**src/design/pftbl_pkg.sv**
```systemverilog
// shared types and constants for the per-flow token bucket limiter
// used by pftbl_ctrl, pftbl_dpath, the top level and the checker
`default_nettype none

package pftbl_pkg;

  localparam int FLOW_COUNT_DEF = 256;
  localparam int FLOW_ID_W      = 8;
  localparam int FLOW_IDS       = 256;
  localparam int SLOT_MAX       = 256;

  localparam int TOKEN_W = 16;
  localparam int TIME_W  = 32;
  localparam int RATE_W  = 20;
  localparam int CFG_W   = 20;
  localparam int ENTRY_W = TOKEN_W + TIME_W;

  localparam logic [TOKEN_W-1:0] BURST_RESET = 16'd60;
  localparam logic [RATE_W-1:0]  RATE_RESET  = 20'd60;
  localparam logic [TIME_W-1:0]  SECONDS_PER_MINUTE = 32'd60;

  // elapsed * rate product, and the divide by 60 done as a reciprocal multiply
  localparam int PROD_W      = TIME_W + RATE_W;
  localparam int QUOT_W      = TOKEN_W + 1;
  localparam int SAT_W       = 22;
  localparam int RECIP_W     = 23;
  localparam int RECIP_SHIFT = 28;
  localparam int RECIP_PW    = SAT_W + RECIP_W;
  localparam logic [RECIP_W-1:0] RECIP_MULT   = 23'd4473925;
  localparam logic [PROD_W-1:0]  SAT_PRODUCT  = 52'd3932160;
  localparam logic [QUOT_W-1:0]  QUOT_SAT     = 17'h10000;

  localparam logic KIND_CHECK = 1'b0;
  localparam logic KIND_RESET = 1'b1;

  localparam logic CFG_IDX_BURST  = 1'b0;
  localparam logic CFG_IDX_REFILL = 1'b1;

  localparam logic [1:0] STATUS_ALLOWED    = 2'd0;
  localparam logic [1:0] STATUS_EXCEEDED   = 2'd1;
  localparam logic [1:0] STATUS_RESET_DONE = 2'd2;

  typedef enum logic [2:0] {
    S_IDLE,
    S_READ,
    S_MUL,
    S_DIV,
    S_UPD
  } ctrl_state_e;

  typedef struct packed {
    logic capture;
    logic mem_read;
    logic mul;
    logic div;
    logic commit;
  } pftbl_cmd_t;

  typedef struct packed {
    logic out_free;
  } pftbl_stat_t;

endpackage

`default_nettype wire

```
**src/design/pftbl_ctrl.sv**
```systemverilog
// sequencer for the token bucket limiter: one item at a time
// through read, multiply, divide and update steps; uses pftbl_pkg
`default_nettype none

module pftbl_ctrl (
  input  wire                      clk_i,
  input  wire                      rst_ni,
  input  wire                      in_valid_i,
  output logic                     in_stall_o,
  input  wire pftbl_pkg::pftbl_stat_t stat_i,
  output pftbl_pkg::pftbl_cmd_t    cmd_o
);

  pftbl_pkg::ctrl_state_e state_q, state_d;

  always_ff @(posedge clk_i or negedge rst_ni) begin
    if (!rst_ni) begin
      state_q <= pftbl_pkg::S_IDLE;
    end else begin
      state_q <= state_d;
    end
  end

  always_comb begin
    state_d    = state_q;
    cmd_o      = '0;
    in_stall_o = 1'b1;
    case (state_q)
      pftbl_pkg::S_IDLE: begin
        in_stall_o = 1'b0;
        if (in_valid_i) begin
          cmd_o.capture = 1'b1;
          state_d       = pftbl_pkg::S_READ;
        end
      end
      pftbl_pkg::S_READ: begin
        cmd_o.mem_read = 1'b1;
        state_d        = pftbl_pkg::S_MUL;
      end
      pftbl_pkg::S_MUL: begin
        cmd_o.mul = 1'b1;
        state_d   = pftbl_pkg::S_DIV;
      end
      pftbl_pkg::S_DIV: begin
        cmd_o.div = 1'b1;
        state_d   = pftbl_pkg::S_UPD;
      end
      pftbl_pkg::S_UPD: begin
        // hold here while the previous result is still waiting
        if (stat_i.out_free) begin
          cmd_o.commit = 1'b1;
          state_d      = pftbl_pkg::S_IDLE;
        end
      end
      default: begin
        state_d = pftbl_pkg::S_IDLE;
      end
    endcase
  end

endmodule

`default_nettype wire

```
**config.mk**
```make
export PLATFORM = sky130hd
export DESIGN_NAME = pftbl_ctrl
export DESIGN_NICKNAME = d
export VERILOG_FILES = /design/src/design/pftbl_pkg.sv /design/src/design/pftbl_ctrl.sv
export SDC_FILE = /design/constraint.sdc
export NUM_CORES = 1
export LEC_CHECK = 0
export ABC_AREA = 1
export ABC_CLOCK_PERIOD_IN_PS = 1400
export BUFFER_PORTS_ARGS = -buffer_cell sky130_fd_sc_hd__buf_4
export CORE_AREA = 3 3 40 42
export DETAILED_ROUTE_END_ITERATION = 7
export DIE_AREA = 0 0 43 45
export HOLD_SLACK_MARGIN = 0.15
export MAX_ROUTING_LAYER = met4
export PLACE_DENSITY = 0.4
export SLEW_MARGIN = 20
export SYNTH_ARGS = -nofsm -noshare
export SYNTH_HDL_FRONTEND = slang
export SYNTH_SLANG_ARGS = --single-unit
```
**constraint.sdc**
```tcl
create_clock -name clk_i -period 1.4 [get_ports clk_i]
set_clock_uncertainty 0.2 [all_clocks]
set_input_delay 0.28 -clock clk_i [delete_from_list [all_inputs] [get_ports clk_i]]
set_output_delay 0.28 -clock clk_i [all_outputs]
set_load 0.05 [all_outputs]
```
* Yosys cells after proc, flatten, opt, wreduce, memory -nomap -nowiden
Cells that the tools add are included.
Storage, ports and cells: ROM bits 0, logic and storage cells 20, output and inout port bits 6, bits in latches 0, memory bits (writable) 0, bits of input ports 4, memories kept 0, bits in registers 3
Cells by class: divide/modulo/power cells 0, multiplexer cells 11, equal/unequal tests 6, magnitude comparators 0, add/sub/neg operators 0, multiply operators 0, bitwise logic cells 0, reduce and logical (&&, ||, !) cells 2, shift operators 0
Operators by type and width (number):
- 3-bit one-hot mux with 5 select lines | 1
- 1-bit 2-to-1 mux | 8
- 3-bit by 2-bit equality test with 1-bit output (second input constant) | 2
- 3-bit 2-to-1 mux | 2
- 2-bit inequality test (second input constant) | 2
- 3-bit by 1-bit equality test with 1-bit output (second input constant) | 1
- 3-bit equality test (second input constant) | 1
- 3-bit zero test | 1
- 2-bit AND reduction | 1

* Longest topological paths before layout
Gate-level depths: netlist (run 1).
depth after elaboration 3, mapped depth 4, depth with buffers taken out 4

* Worst setup path after synthesis (run 1)
Ideal clock, no wire load.
kind reg2out, start point reg state_q[2], end point out cmd_o[4] (netlist name), stages on the path, launching flop included 4, arrival time 1626 ps, path slack -706 ps, data required time 920 ps, cell sequence dfrtp_1 -> nor2_2 -> nand2_1 -> nor2_1
RTL lines:
- from (decl) | line pftbl_ctrl.sv:14 | pftbl_pkg::ctrl_state_e state_q, state_d;
- from (signal assigned) | line pftbl_ctrl.sv:18 | state_q <= pftbl_pkg::S_IDLE;
- from (signal assigned) | line pftbl_ctrl.sv:20 | state_q <= state_d;
- to (decl) | line pftbl_ctrl.sv:11 | output pftbl_pkg::pftbl_cmd_t cmd_o

==> impl_results.md, run 1 <==
- DRT antenna net count: 0
- Largest family of logic cells by synthesized area: simple AND/OR/NAND/NOR gates
- CTS Sinks: 3
- Wire length of the first global-routing pass: 1080 um
- FILL cells: about 140
- Reg with most FFs: state_q
- Detailed placement HPWL: between 400 and 500 um
- Crit path required time: between 900 and 1000 ps
- Mapped Nets: 30
- Area share of the largest cell type after synthesis: 41.7%
- Synth Area in Simple Gates: 38.2%
- Synth Warn #: 0
- Failing checks: negative setup slack
- WP data arrival: around 1100 ps
- Highest Clock Rate: ~630 MHz
- FF-to-FF Start: state_q[0]
- Grt total ovfl: 0
- Number of global-route vias before repair: ~270
- Critical path cell sequence: nor2_4 -> nand2_4 -> nor2_4 -> buf_6
- RSZ-0062 raised after global routing: yes
- Worst skew pair latency: around 230 ps
- Via count: ~220
- Die footprint: 0.00194 sq mm
- Dominant cell type by area after synthesis: dfrtp_1
- Worst slew margin: 87.4%
- Synth Area in XOR/XNOR: 0%
- Max-Cap Viols: 0
- Area growth syn-to-layout: 136%
- Clk slew on worst S/H paths: around 40 ps
- Tmin final: between 1500 and 2000 ps
- Setup-failing EPs final: 6
- CP Launch Type: flop
- Final Max Slew Viols: 0
- Status: complete, but fails checks
- Synth Area in Adders: 0%
- Die W: between 40 and 50 um
- Crit path largest cell delay: 460 ps
- Largest net degree at the start of global routing: 7
- Largest register FFs: 3
- Final net count: 52
- Post-synthesis sequential area ratio: around two fifths
- Gpl congestion: approximately 0.67
- Share of layout cells above drive strength 1: approximately 74%
- CTS Root Cell: clkbuf_4
- Core Box Area: between 0.001 and 0.0015 sq mm
- RR Endpoint: state_q[0]
- Synth Area in Compound Gates: roughly 5.6%
- Largest registers: state_q: 3 flops
- Wire per inst: 8.56 um
- H-tree depth: 1
- Total track usage: 8.50%
- Setup ws final: -197 ps
- Netlist Area Pre-Place: roughly 180 sq um
- Diode count: 0
- PortBufs: 9
- Clock Tree Buf Depth: 2
- CTS tree: built
- Final hold vios: 0
- Aggregate routed wire length: about 530 um
- HP Class: primary input to async pin
- Critical path's slowest cell: dfrtp_2
- Num rows: 13
- DR iter-0 viols: 1
- Area contributors post-synth: dfrtp_1 42%, inv_1 15%, nor2_1 10%
- R2R cell count: 6
- Crit end category: primary output
- Mean Syn Cell Area: between 6 and 7 sq um
- Period utilization: 114%
- Synth cell types: 9
- Mux share of post-synthesis cell area: 0%
- Cell mode on critical path: nor2_4
- Total placed instance area: roughly 340 sq um
- Reg area: around 78 sq um
- CTS buffer count: 3
- IO Count: 10
- Crit-path leading delay family: flip-flops
- Seq cells post-synth: 3
- Crit path buf inv count: 1
- Post-Syn Instances: 26
- Drt first pass iters: 4
- Vias per inst: about 3.6
- Die span in y: around 45 um
- CP Class: flop to primary output
- Tightest Pin Transition: between 150 and 200 ps
- Post-route DRC: 0
- Area of the multi-input gates: approximately 120 sq um
- Fin area: around 430 sq um
- Initial Util: ~14%
- Initial antenna violation count: 0
- CP max FO: 6
- Worst R2R Setup Slack: about 120 ps
==> cells in the final DEF (no fill, tap or decap), drive strengths merged <==
cell and n:
buf 16, clkbuf 4, dfrtp 3, dlygate4sd3 1
inv 7, nand2 4, nand3 3, nor2 7
o21ai 2
==> worst max-delay path by stage <==
stage                to  slack [ps]  cells after the start        from
6_report       cmd_o[4]        -200                      4  state_q[0]
3_3_place_gp   cmd_o[0]         -20                      4  state_q[0]
5_1_grt        cmd_o[4]        -270                      4  state_q[0]
3_5_place_dp   cmd_o[0]         -50                      4  state_q[0]
2_1_floorplan  cmd_o[1]        -110                      3  state_q[2]
4_1_cts        cmd_o[4]        -220                      4  state_q[0]
==> logic make-up after synthesis <==
| logic type | count (synthesis) |
|---|---|
| buffers and inverters | 7 |
| AND/OR/NAND/NOR | 14 |
| AO/OA/AOI/OAI | 2 |
| flip-flops | 3 |
==> routing by layer <==
metal | vias to the layer above | global-route usage (%) | share of wire, %
met5 | - | - | 0
met4 | 0 | 10.8 | 0
met3 | 0 | 2.39 | 4.7
met2 | 7 | 14.1 | 61
met1 | 98 | 6.76 | 34
li1 | 118 | - | -
==> synth_stat cells <==
cell,number
nand3_1,2
nand3_2,1
o21ai_1,2
inv_1,7
nor2_2,2
nand2_2,1
nor2_1,5
dfrtp_1,3
nand2_1,3
==> final cells by class <==
cell class | count | share of cell area [%]
Timing Repair Buffer | 17 | 35.9
Clock buffer | 4 | 6.18
Multi-Input combinational cell | 16 | 29.1
Sequential cell | 3 | 18.2
Inverter | 7 | 6.18
Tap cell | 15 | 4.41
==> what timing repair did <==
| action | CTS | global route |
|---|---|---|
| setup buffers | 2 | 0 |
| gates resized for setup | 11 | 3 |
| hold buffers | 1 | 0 |
| setup endpoints to repair | 6 | 6 |
| pin swaps | 3 | 1 |
| hold endpoints to repair | 3 | 0 |
==> stage by stage <==
step / TNS [ps] / std cells / setup WS (ps) / util, % / hold slack [ps]
6_report: -1040 / 62 / -197 / 33.1 / 175
5_1_grt: -1410 / 62 / -270 / 33.1 / 178
4_1_cts: -1140 / 62 / -221 / 32.3 / 172
3_5_place_dp: -53.9 / 55 / -45.2 / 26.2 / -131
3_3_place_gp: -16.2 / 55 / -16.2 / 26.2 / -131
2_1_floorplan: -367 / 26 / -112 / - / -216
Power of run 1 is not shown: default switching activity piles up to over one toggle a cycle in this logic, so the estimate is an artifact.
==> inputs of run 2 (changes only) <==
--- a/config.mk
+++ b/config.mk
@@ -14,6 +14,7 @@
 export HOLD_SLACK_MARGIN = 0.15
 export MAX_ROUTING_LAYER = met4
 export PLACE_DENSITY = 0.4
+export REMOVE_ABC_BUFFERS = 1
 export SLEW_MARGIN = 20
 export SYNTH_ARGS = -nofsm -noshare
 export SYNTH_HDL_FRONTEND = slang
==> run 2 against run 1 <==
  * The flow still finishes with violations (negative setup slack)
  * Final cell count is 3.2% lower
  * Worst setup slack worse by 1.3 ps
  * First-iteration DRC count is the same
  * Via count is 6.7% lower
  * Core utilization fell by 3.2 points
  * Maximum frequency about the same
  * Critical path type unchanged
==> impl_results.md, run 2 (synthesis results as in run 1) <==
- Status: complete, but fails checks
- Failing checks: negative setup slack
- DRT antenna net count: 0 (unchanged)
- Worst slew margin: 88.1% (+0.70 points)
- Crit path required time: 920 ps (about the same)
- Tmin final: 1600 ps (+1.33 ps)
- PortBufs: 9 (unchanged)
- FILL cells: 145 (+1.4%)
- Via count: 208 (-6.7%)
- Area growth syn-to-layout: 113%
- Final net count: 50 (-3.8%)
- DR iter-0 viols: 1 (unchanged)
- Cell Count Post-Placement: 55 (unchanged)
- Commonest non-fill, non-tap cell in the layout: buf_4
- Die span in y: 45 um (unchanged)
- Initial Util: 14.0% (unchanged)
- Die footprint: 0.00194 sq mm (unchanged)
- Core Box Area: 0.00128 sq mm (unchanged)
- Max-Cap Viols: 0 (unchanged)
- Fin area: 384 sq um (-9.7%)
- Worst skew pair latency: 230 ps (about the same)
- Wire per inst: 8.12 um (-5.2%)
- Wire length of the first global-routing pass: 786 um (-27%)
- CTS tree: built
- HP Class: primary input to flop
- Setup ws final: -198 ps (-1.33 ps)
- Tightest Pin Transition: 178 ps (-10.5 ps)
- Diode count: 0 (unchanged)
- Largest net degree at the start of global routing: 6 (-1)
- Num rows: 13 (unchanged)
- Clk slew on worst S/H paths: 40 ps (about the same)
- CP Launch Type: flop
- Most frequent cells in the layout: 8 x buf_4, 6 x inv_1, 6 x buf_6
- Detailed placement HPWL: 385 um (-9.0%)
- CP max FO: 3 (-3)
- IO Count: 10 (unchanged)
- CP Class: flop to primary output
- Total track usage: 6.79% (-1.7 points)
- CTS buffer count: 3 (unchanged)
- Largest registers: state_q: 3 flops
- Vias per inst: 3.47 (-3.6%)
- Largest register FFs: 3 (unchanged)
- Crit end category: primary output
- Post-route DRC: 0 (unchanged)
- Reg with most FFs: state_q
- Highest Clock Rate: 626 MHz (about the same)
- WP data arrival: 1120 ps (about the same)
- RSZ-0062 raised after global routing: yes
- CTS Sinks: 3 (unchanged)
- Clock Tree Buf Depth: 2 (unchanged)
- Number of global-route vias before repair: 191 (-28%)
- Finished Layout Cells: 60 (-3.2%)
- H-tree depth: 1 (unchanged)
- Final hold vios: 0 (unchanged)
- Total placed instance area: 304 sq um (-9.7%)
- Period utilization: 114% (about the same)
- CTS Root Cell: clkbuf_4
- Drt first pass iters: 2 (-2)
- Grt total ovfl: 0 (unchanged)
- Initial antenna violation count: 0 (unchanged)
- Die W: 43 um (unchanged)
- Final Max Slew Viols: 0 (unchanged)
- Setup-failing EPs final: 6 (unchanged)
- Share of layout cells above drive strength 1: 64.4% (-10 points)
- Gpl congestion: 0.647 (-3.4%)
- Aggregate routed wire length: 487 um (-8.3%)
[run 2: path summary, 6_finish.rpt]
| check | startpoint | end | slack, ps | cells past startpoint |
|---|---|---|---|---|
| worst max-delay path | state_q[2] | cmd_o[4] | -200 | 4 |
| worst max register to register | state_q[2] | state_q[0] | 240 | 5 |
| max in group asynchronous | rst_ni | state_q[0] | 720 | 2 |
| worst min-delay path | stat_i | state_q[2] | 170 | 4 |
| worst min register to register | state_q[0] | state_q[1] | 450 | 2 |
| min in group asynchronous | rst_ni | state_q[1] | 180 | 2 |
[run 2: area by class of cell]
| class | instances | area [sq um] | area share, % |
|---|---|---|---|
| Timing Repair Buffer | 15 | 138 | 35.8 |
| Multi-Input combinational cell | 16 | 98.8 | 25.7 |
| Inverter | 7 | 26.3 | 6.84 |
| Sequential cell | 3 | 76.3 | 19.9 |
| Clock buffer | 4 | 26.3 | 6.84 |
| Tap cell | 15 | 18.8 | 4.89 |
[run 2: metrics by stage]
step	hold WS (ps)	setup TNS (ps)	util (%)	setup slack [ps]
finish	170	-986	29.9	-198
global route	177	-1480	29.9	-304
CTS	155	-1120	28.0	-244
detailed placement	-131	0	23.7	13.4
global placement	-127	0	23.7	17.5
floorplan	-216	-1630	-	-706
[run 2: what timing repair did]
action / 4_1_cts / 5_1_grt
endpoints found under the setup margin: 6 / 6
resized for setup: 7 / 8
hold buffers: 1 / 0
hold endpoints to repair: 3 / 0
buffers inserted: 0 / 0
pin swaps: 1 / 1
[run 2: worst max-delay path, cell delays in order (launching register included)]
cell     delay, ps
dfrtp_1        420
nor2_4         140
nand2_2         70
nor2_2         100
buf_6          160
[run 2: routing by layer]
| metal | up-vias | GRT usage, % | part of all wire (%) |
|---|---|---|---|
| li1 | 113 | - | - |
| met1 | 87 | 6.54 | 41 |
| met2 | 8 | 8.38 | 47 |
| met3 | 0 | 4.78 | 12 |
| met4 | 0 | 7.23 | 0 |
| met5 | - | - | 0 |
Power of run 2 is left out for the same reason.
